### src/rtl/mat4_multiply_accumulate_defines.svh
// Assertion macros for the 4x4 float32 matrix multiply-accumulate block.
// Included by the RTL files that carry concurrent assertions; needs aclk and aresetn in scope.
`ifndef MAT4_MULTIPLY_ACCUMULATE_DEFINES_SVH
`define MAT4_MULTIPLY_ACCUMULATE_DEFINES_SVH

// same-cycle implication, checked outside reset
`define M4MAC_ASSERT_SAME(label, ante, cons, msg) \
    label: assert property (@(posedge aclk) disable iff (!aresetn) (ante) |-> (cons)) \
        else $error(msg);

// next-cycle implication, checked outside reset
`define M4MAC_ASSERT_NEXT(label, ante, cons, msg) \
    label: assert property (@(posedge aclk) disable iff (!aresetn) (ante) |=> (cons)) \
        else $error(msg);

`endif

### src/rtl/m4mac_pkg.sv
// Shared types and constants for the 4x4 float32 matrix multiply-accumulate block.
// No dependencies; used by m4mac_fpu, mat4_multiply_accumulate and the testbench.
`default_nettype none

package m4mac_pkg;

    localparam logic [31:0] ONE_BITS  = 32'h3F80_0000;
    localparam logic [31:0] CANON_NAN = 32'h7FC0_0000;

    localparam logic [1:0] OP_WRITE_CUR = 2'd0;
    localparam logic [1:0] OP_WRITE_OPD = 2'd1;
    localparam logic [1:0] OP_MULTIPLY  = 2'd2;
    localparam logic [1:0] OP_IDENTITY  = 2'd3;

    // request to the shared float unit
    typedef struct packed {
        logic        start;
        logic        is_add;
        logic [31:0] a;
        logic [31:0] b;
    } fpu_req_t;

    // element of the identity matrix at index {col,row}
    function automatic logic [31:0] identity_elem(input logic [3:0] idx);
        return (idx[3:2] == idx[1:0]) ? ONE_BITS : 32'h0;
    endfunction

endpackage

`default_nettype wire

### src/rtl/m4mac_fpu.sv
// Shared float32 multiply/add unit, round-to-nearest-even, subnormals kept, result registered.
// Depends on m4mac_pkg for the request struct and the canonical NaN.
`default_nettype none

module m4mac_fpu (
    input  wire logic               aclk,
    input  wire logic               aresetn,
    input  wire m4mac_pkg::fpu_req_t req,
    output logic                    done,
    output logic [31:0]             result
);
    import m4mac_pkg::*;

    // stage 1: unpacked operands, then product or aligned sum
    logic        sa, sb;
    logic [7:0]  ea, eb, exa, exb;
    logic [23:0] sig_a, sig_b;
    logic        zero_a, zero_b, inf_a, inf_b, nan_a, nan_b;
    logic [47:0] prod;
    logic        a_big;
    logic        sx, sy;
    logic [7:0]  exx, exy, dexp;
    logic [23:0] sigx, sigy;
    logic [49:0] xw, yw, ysh, yp, sum;
    logic        yst;

    logic        s1_spec, s1_sign;
    logic [31:0] s1_spec_val;
    logic [49:0] s1_w;
    logic signed [10:0] s1_base;

    logic        v1_reg, v2_reg;
    logic        spec_reg, sign_reg;
    logic [31:0] spec_val_reg;
    logic [49:0] w_reg;
    logic signed [10:0] base_reg;
    logic [31:0] result_reg;

    always_comb begin
        sa = req.a[31];
        sb = req.b[31];
        ea = req.a[30:23];
        eb = req.b[30:23];
        exa = (ea == 8'd0) ? 8'd1 : ea;
        exb = (eb == 8'd0) ? 8'd1 : eb;
        sig_a = {ea != 8'd0, req.a[22:0]};
        sig_b = {eb != 8'd0, req.b[22:0]};
        zero_a = (req.a[30:0] == 31'd0);
        zero_b = (req.b[30:0] == 31'd0);
        inf_a = (ea == 8'hFF) && (req.a[22:0] == 23'd0);
        inf_b = (eb == 8'hFF) && (req.b[22:0] == 23'd0);
        nan_a = (ea == 8'hFF) && (req.a[22:0] != 23'd0);
        nan_b = (eb == 8'hFF) && (req.b[22:0] != 23'd0);

        prod = sig_a * sig_b;

        // order by magnitude, larger one leads
        a_big = (req.a[30:0] >= req.b[30:0]);
        sx   = a_big ? sa : sb;
        sy   = a_big ? sb : sa;
        exx  = a_big ? exa : exb;
        exy  = a_big ? exb : exa;
        sigx = a_big ? sig_a : sig_b;
        sigy = a_big ? sig_b : sig_a;
        dexp = exx - exy;
        xw = {1'b0, sigx, 25'd0};
        yw = {1'b0, sigy, 25'd0};
        if (dexp >= 8'd50) begin
            ysh = 50'd0;
            yst = (yw != 50'd0);
        end else begin
            ysh = yw >> dexp[5:0];
            yst = ((ysh << dexp[5:0]) != yw);
        end
        yp  = ysh | {49'd0, yst};
        sum = (sx != sy) ? (xw - yp) : (xw + yp);

        s1_spec = 1'b0;
        s1_spec_val = CANON_NAN;
        if (req.is_add) begin
            s1_w    = sum;
            s1_base = $signed({3'd0, exx}) - 11'sd48;
            s1_sign = (sum == 50'd0) ? (sx & sy) : sx;
            if (nan_a || nan_b || (inf_a && inf_b && (sa != sb))) begin
                s1_spec = 1'b1;
            end else if (inf_a) begin
                s1_spec = 1'b1;
                s1_spec_val = {sa, 8'hFF, 23'd0};
            end else if (inf_b) begin
                s1_spec = 1'b1;
                s1_spec_val = {sb, 8'hFF, 23'd0};
            end
        end else begin
            s1_w    = {2'd0, prod};
            s1_base = $signed({3'd0, exa}) + $signed({3'd0, exb}) - 11'sd173;
            s1_sign = sa ^ sb;
            if (nan_a || nan_b || (inf_a && zero_b) || (zero_a && inf_b)) begin
                s1_spec = 1'b1;
            end else if (inf_a || inf_b) begin
                s1_spec = 1'b1;
                s1_spec_val = {sa ^ sb, 8'hFF, 23'd0};
            end else if (zero_a || zero_b) begin
                s1_spec = 1'b1;
                s1_spec_val = {sa ^ sb, 31'd0};
            end
        end
    end

    // stage 2: normalize, shift into the subnormal range if needed, round
    logic [5:0]  lead;
    logic [49:0] norm;
    logic [47:0] nw, nw2;
    logic signed [10:0] re, shr;
    logic [7:0]  expf;
    logic        rnd_inc;
    logic [31:0] s2_val;

    always_comb begin
        lead = 6'd0;
        for (int i = 0; i < 50; i++) begin
            if (w_reg[i]) begin
                lead = 6'(i);
            end
        end
        norm = w_reg << (6'd49 - lead);
        nw   = {norm[49:3], |norm[2:0]};
        re   = base_reg + $signed({5'd0, lead});
        shr  = 11'sd1 - re;
        expf = 8'd0;
        nw2  = nw;
        if (re < 11'sd1) begin
            if (shr >= 11'sd48) begin
                nw2 = {47'd0, |nw};
            end else begin
                nw2 = (nw >> shr[5:0]) | {47'd0, ((nw >> shr[5:0]) << shr[5:0]) != nw};
            end
        end else begin
            expf = re[7:0];
        end
        rnd_inc = nw2[23] && ((|nw2[22:0]) || nw2[24]);
        if (spec_reg) begin
            s2_val = spec_val_reg;
        end else if (w_reg == 50'd0) begin
            s2_val = {sign_reg, 31'd0};
        end else if (re >= 11'sd255) begin
            s2_val = {sign_reg, 8'hFF, 23'd0};
        end else begin
            s2_val = {sign_reg, {expf, nw2[46:24]} + {30'd0, rnd_inc}};
        end
    end

    always_ff @(posedge aclk) begin
        if (!aresetn) begin
            v1_reg <= 1'b0;
            v2_reg <= 1'b0;
        end else begin
            v1_reg <= req.start;
            v2_reg <= v1_reg;
        end
        spec_reg     <= s1_spec;
        spec_val_reg <= s1_spec_val;
        sign_reg     <= s1_sign;
        w_reg        <= s1_w;
        base_reg     <= s1_base;
        result_reg   <= s2_val;
    end

    assign done   = v2_reg;
    assign result = result_reg;

endmodule

`default_nettype wire

### src/rtl/mat4_multiply_accumulate.sv
// Top level of the 4x4 float32 matrix multiply-accumulate block: matrix storage and sequencer.
// Depends on m4mac_pkg, m4mac_fpu and mat4_multiply_accumulate_defines.svh.
//
// Holds a current and an operand 4x4 float32 matrix (column-major, both reset to identity).
// Write and identity items are applied when accepted. A multiply item replaces the current matrix with
// current x operand and emits the 16 new elements column by column, the last with m_tlast.
// Each element is four multiply-adds through one shared float unit, each a multiply and then an add
// of the product into the accumulator; s_tready stays low for the whole multiply, including any
// output stall. NaN results come out as 0x7FC00000.
`default_nettype none

`include "mat4_multiply_accumulate_defines.svh"

module mat4_multiply_accumulate (
    input  wire logic        aclk,
    input  wire logic        aresetn,
    input  wire logic        s_tvalid,
    output logic             s_tready,
    input  wire logic [39:0] s_tdata,   // col[1:0], row[3:2], value[35:4], zero pad
    input  wire logic [1:0]  s_tuser,   // op[1:0]
    output logic             m_tvalid,
    input  wire logic        m_tready,
    output logic [39:0]      m_tdata,   // out_col[1:0], out_row[3:2], out_value[35:4], zero pad
    output logic             m_tlast
);
    import m4mac_pkg::*;

    localparam logic [2:0] ST_IDLE  = 3'd0;
    localparam logic [2:0] ST_FETCH = 3'd1;
    localparam logic [2:0] ST_MUL   = 3'd2;
    localparam logic [2:0] ST_MWAIT = 3'd3;
    localparam logic [2:0] ST_ADD   = 3'd4;
    localparam logic [2:0] ST_AWAIT = 3'd5;
    localparam logic [2:0] ST_EMIT  = 3'd6;

    logic [2:0]  state_reg;
    logic [3:0]  idx_reg;
    logic [1:0]  k_reg;
    logic [31:0] a_reg, b_reg, p_reg, acc_reg, out_value_reg;
    logic [31:0] cur_reg  [16];
    logic [31:0] opd_reg  [16];
    logic [31:0] prod_reg [16];

    fpu_req_t    fpu_req;
    logic        fpu_done;
    logic [31:0] fpu_result;
    logic        s_acc, m_acc;
    logic [3:0]  wr_idx;

    assign s_acc = s_tvalid && s_tready;
    assign m_acc = m_tvalid && m_tready;

    // storage index is {col,row}
    assign wr_idx = {s_tdata[1:0], s_tdata[3:2]};

    always_comb begin
        fpu_req.start  = (state_reg == ST_MUL) || (state_reg == ST_ADD);
        fpu_req.is_add = (state_reg == ST_ADD);
        fpu_req.a      = (state_reg == ST_ADD) ? acc_reg : a_reg;
        fpu_req.b      = (state_reg == ST_ADD) ? p_reg : b_reg;
    end

    m4mac_fpu u_fpu (
        .aclk    (aclk),
        .aresetn (aresetn),
        .req     (fpu_req),
        .done    (fpu_done),
        .result  (fpu_result)
    );

    always_ff @(posedge aclk) begin
        if (!aresetn) begin
            state_reg <= ST_IDLE;
            idx_reg   <= 4'd0;
            k_reg     <= 2'd0;
            for (int i = 0; i < 16; i++) begin
                cur_reg[i] <= identity_elem(4'(i));
                opd_reg[i] <= identity_elem(4'(i));
            end
        end else begin
            case (state_reg)
                ST_IDLE: begin
                    if (s_acc) begin
                        case (s_tuser)
                            OP_WRITE_CUR: cur_reg[wr_idx] <= s_tdata[35:4];
                            OP_WRITE_OPD: opd_reg[wr_idx] <= s_tdata[35:4];
                            OP_IDENTITY: begin
                                for (int i = 0; i < 16; i++) begin
                                    cur_reg[i] <= identity_elem(4'(i));
                                end
                            end
                            default: begin
                                idx_reg   <= 4'd0;
                                k_reg     <= 2'd0;
                                state_reg <= ST_FETCH;
                            end
                        endcase
                    end
                end
                ST_FETCH: begin
                    // current(k,row) and operand(col,k)
                    a_reg <= cur_reg[{k_reg, idx_reg[1:0]}];
                    b_reg <= opd_reg[{idx_reg[3:2], k_reg}];
                    if (k_reg == 2'd0) begin
                        acc_reg <= 32'd0;
                    end
                    state_reg <= ST_MUL;
                end
                ST_MUL: state_reg <= ST_MWAIT;
                ST_MWAIT: begin
                    if (fpu_done) begin
                        p_reg     <= fpu_result;
                        state_reg <= ST_ADD;
                    end
                end
                ST_ADD: state_reg <= ST_AWAIT;
                ST_AWAIT: begin
                    if (fpu_done) begin
                        acc_reg <= fpu_result;
                        if (k_reg == 2'd3) begin
                            out_value_reg     <= fpu_result;
                            prod_reg[idx_reg] <= fpu_result;
                            state_reg         <= ST_EMIT;
                        end else begin
                            state_reg <= ST_FETCH;
                        end
                        k_reg <= k_reg + 2'd1;
                    end
                end
                ST_EMIT: begin
                    if (m_acc) begin
                        if (idx_reg == 4'd15) begin
                            for (int i = 0; i < 16; i++) begin
                                cur_reg[i] <= prod_reg[i];
                            end
                            state_reg <= ST_IDLE;
                        end else begin
                            state_reg <= ST_FETCH;
                        end
                        idx_reg <= idx_reg + 4'd1;
                    end
                end
                default: state_reg <= ST_IDLE;
            endcase
        end
    end

    assign s_tready = (state_reg == ST_IDLE);
    assign m_tvalid = (state_reg == ST_EMIT);
    assign m_tlast  = (idx_reg == 4'd15);
    assign m_tdata  = {4'd0, out_value_reg, idx_reg[1:0], idx_reg[3:2]};

    `M4MAC_ASSERT_SAME(a_no_overlap, s_tready, !m_tvalid, "input ready while a result is pending")
    `M4MAC_ASSERT_SAME(a_fpu_done_wait, fpu_done,
        (state_reg == ST_MWAIT) || (state_reg == ST_AWAIT), "float unit result outside a wait")
    `M4MAC_ASSERT_NEXT(a_last_to_idle, m_acc && m_tlast, s_tready, "not idle after last item")
    `M4MAC_ASSERT_NEXT(a_emit_after_mac, m_acc && !m_tlast,
        (state_reg == ST_FETCH) && (k_reg == 2'd0), "next element does not start at k zero")

endmodule

`default_nettype wire

### config.mk
export PLATFORM = sky130hd
export DESIGN_NAME = mat4_multiply_accumulate
export DESIGN_NICKNAME = d
export VERILOG_FILES = /design/src/rtl/m4mac_pkg.sv /design/src/rtl/m4mac_fpu.sv /design/src/rtl/mat4_multiply_accumulate.sv
export VERILOG_INCLUDE_DIRS = /design/src /design/src/rtl
export SDC_FILE = /design/constraint.sdc
export NUM_CORES = 2
export LEC_CHECK = 0
export ABC_AREA = 1
export BUFFER_PORTS_ARGS = -buffer_cell sky130_fd_sc_hd__buf_2
export CAP_MARGIN = 30
export CORE_ASPECT_RATIO = 0.5
export CORE_MARGIN = 3
export CORE_UTILIZATION = 30
export CTS_BUF_LIST = sky130_fd_sc_hd__clkbuf_16
export DETAILED_ROUTE_END_ITERATION = 8
export GPL_TIMING_DRIVEN = 1
export PLACE_DENSITY_LB_ADDON = 0.15
export RECOVER_POWER = 25
export SETUP_SLACK_MARGIN = 0.05
export SYNTH_ARGS = -nofsm -noshare
export SYNTH_HDL_FRONTEND = slang
export SYNTH_HIERARCHICAL = 1
export SYNTH_SLANG_ARGS = --single-unit
export TNS_END_PERCENT = 100
### constraint.sdc
create_clock -name aclk -period 13.1 [get_ports aclk]
set_clock_uncertainty 0.2 [all_clocks]
set_input_delay 0 -clock aclk [delete_from_list [all_inputs] [get_ports aclk]]
set_output_delay 0 -clock aclk [all_outputs]
set_load 0.02 [all_outputs]
==> out/qor.yml <==
synth:
  syn-cell-area_sq_um: 115000
  synth_mux_area_share_pct: 0.201
  ys_types: 71
  yosysWarnings: 6
  avgSynthCellArea_sq_um: 8.40
  synth-adder-area-share_pct: 11.9
  ys_seq_area_share_pct: 46.2
  synth_xor_area_share_pct: 0.655
  synth_top_family_by_area: "simple AND/OR/NAND/NOR gates"
  synthCells: 13700
  post-synth-top-count-cell: "nand2_1"
  synthSimpleGateAreaFrac_pct: 24.5
  synth-compound-area-share_pct: 8.75
  synth_top_area_share_pct: 44.3
  yosys-top-cells-count: "nand2_1 (3133), nor2_1 (1871), edfxtp_1 (1696), nand3_1 (1437), inv_1 (1298)"
  synthArstFlopShare_pct: 0
  ys_ff_latch: 1804
  synth-main-ff-cell: "edfxtp_1"
  synth-edff-count: 1696
  synthTopCellsByArea: "edfxtp_1 (44%), nand2_1 (10%), fa_1 (8.5%), nand3_1 (6.3%), nor2_1 (6.1%)"
  yosys.area.top_type: "edfxtp_1"
grt:
  grtUsageTotal_pct: 23.6
  first_global_vias: 93000
  antenna_found_initial: 37
  grt_max_degree: 179
  grt_pass1_wl_mm: 679
  grt_overflow_total: 0
min_path:
  holdCritStartpoint: "m_tready"
  hold_path_end: "state_reg[1]"
  hold_class: "primary input to flop"
  holdPathStages: 5
critical_path:
  r2r_cells: 69
  worstPathMaxFanout: 40
  cp.required_ns: 13.65
  r2r_start: "state_reg[0]"
  r2r-end: "u_fpu/sign_reg"
  cpPeakStageDelay_ns: 0.45
  cp-end-kind: "flop"
  reg2reg_slack_ns: 1.27
  arrival_ns: 12.38
  critPathSlowestCell: "fa_2"
  critPathKind: "flop to flop"
  crit_top_cell: "nand2_1"
  startpoint_type: "flop"
sta:
  clock.fmax_mhz: 84.5
  drv_slew: 1049
  finalSetupTns_ns: 0
  relSlewSlack_pct: -142
  post-route-min-period_ns: 11.83
  final_hold_viol_count: 0
  grt_setup_unrepaired: "false"
  tightest_slew_ns: 3.63
  period_share_pct: 90.3
  setup-violations-final: 0
floorplanning:
  start_util_pct: 30.2
  die_area_sq_um: 391000
  fp-row-count: 160
  design.core.area_sq_um: 381000
  fp.dieW_microns: 882
  io_pins: 89
  die_y_microns: 444
status:
  run_status: "finished with violations"
  violations: "capacitance limit, slew limit"
drt:
  drc: 0
  vias: 97000
  wl_per_cell_microns: 25.3
  drt_wl_total_mm: 476
  antenna_left: 0
  viasPerCell: 5.16
  dr.pass1.iters: 6
  drt-initial-drc-count: 10200
place:
  port_buffers: 80
  gp_congestion: 0.911
  dp_hpwl_mm: 312
job:
  maxCapViolCount: 42
clock_tree:
  clk_pin_slew_ns: 0.07
  cts-root-buf: "clkbuf_16"
  clkLatencyLatePin_ns: 0.88
  cts_tree: "built"
  htreeDepth: 4
  cts_sinks: 1804
  cts_buffers: 187
  clockBufferDepth: 4
cells_and_area:
  fin_nets: 14400
  area_growth_pct: 11.3
  drive_gt1_share_pct: 6.50
through the flow:
step	utilization [%]	cells	cell area [sq um]	hold slack [ns]	setup slack, ns
4_1_cts	33.7	18800	128000	0.00487	0.980
3_3_place_gp	32.0	18400	122000	0.109	0.932
3_5_place_dp	32.0	18400	122000	0.115	0.945
6_report	33.6	18800	128000	0.0656	1.27
5_1_grt	33.6	18800	128000	0.0835	0.126
2_1_floorplan	-	13700	115000	-0.107	2.22
what timing repair did:
action                                 in CTS  in global routing
endpoints found under the hold margin    1116                  0
hold buffers                               58                  0
resized for setup                           0                 13
setup endpoints to repair                   0                  1
buffers inserted                            0                  0
cell families after synthesis:
| group | Yosys count |
|---|---|
| simple gates | 6782 |
| buf+inv | 2269 |
| compound gates | 1921 |
| flops | 1804 |
| fa+ha+maj | 804 |
| xor+xnor | 86 |
| mux | 23 |
| other cells | 1 |
layout make-up:
class                      count  area [sq um]
inverter                    1325          5010
clock inverter               143          1000
fill                       39800        253000
tap                         5103          6380
clock buffer                 189          4730
timing repair buffer         603          4390
antenna                       14          35.0
sequential                  1804         53100
multi-input combinational   9620         53300
worst max-delay path: cells and delay by family, from the launching register on:
family | cells | cell delay, ns
adders and majority gates | 4 | 1.15
buffers and inverters | 13 | 1.90
AOI/OAI and AO/OA | 17 | 3.17
and+or+nand+nor | 33 | 4.45
xor gates and xnor gates | 2 | 0.49
DFF | 1 | 0.33
worst max-delay path by stage:
stage	from	end	slack, ns	cells after the start
2_1_floorplan	state_reg[0]	u_fpu/sign_reg	2.22	77
3_3_place_gp	state_reg[0]	u_fpu/sign_reg	0.93	74
3_5_place_dp	state_reg[0]	u_fpu/sign_reg	0.95	71
4_1_cts	state_reg[0]	u_fpu/sign_reg	0.98	71
5_1_grt	state_reg[0]	u_fpu/sign_reg	0.13	73
6_report	state_reg[0]	u_fpu/sign_reg	1.27	69
cells in the final DEF, fill, tap and decap left out, types with 22 or more instances in the layout:
master	Yosys	layout
clkbuf_16	0	189
fa_1	487	485
a31oi_1	32	32
nor4_1	48	47
buf_4	40	405
a21oi_1	224	223
nand2_1	3133	3099
xor2_1	71	69
clkinv_1	6	65
nor2_1	1871	1855
nand2_2	16	48
dlygate4sd3_1	0	58
dfxtp_1	108	105
edfxtp_1	1696	1696
clkbuf_1	602	81
nor2_4	4	22
o22ai_1	29	29
nand3_1	1437	1437
o21ai_1	305	303
o21ai_0	1209	1210
buf_2	151	46
o211ai_1	33	33
inv_1	1298	1310
nand4_1	147	147
nor3_1	49	48
ha_1	317	313
inv_2	21	39
metal layers:
metal	part of all wire (%)	vias up	track usage, %
met2	45	3220	37.3
met4	2.3	8	5.13
met3	6.8	467	3.59
met1	46	48400	34.2
li1	-	44900	-
met5	0.012	-	0
Power is not shown: default switching activity piles up to over one toggle a cycle in this logic, so the estimate is an artifact.
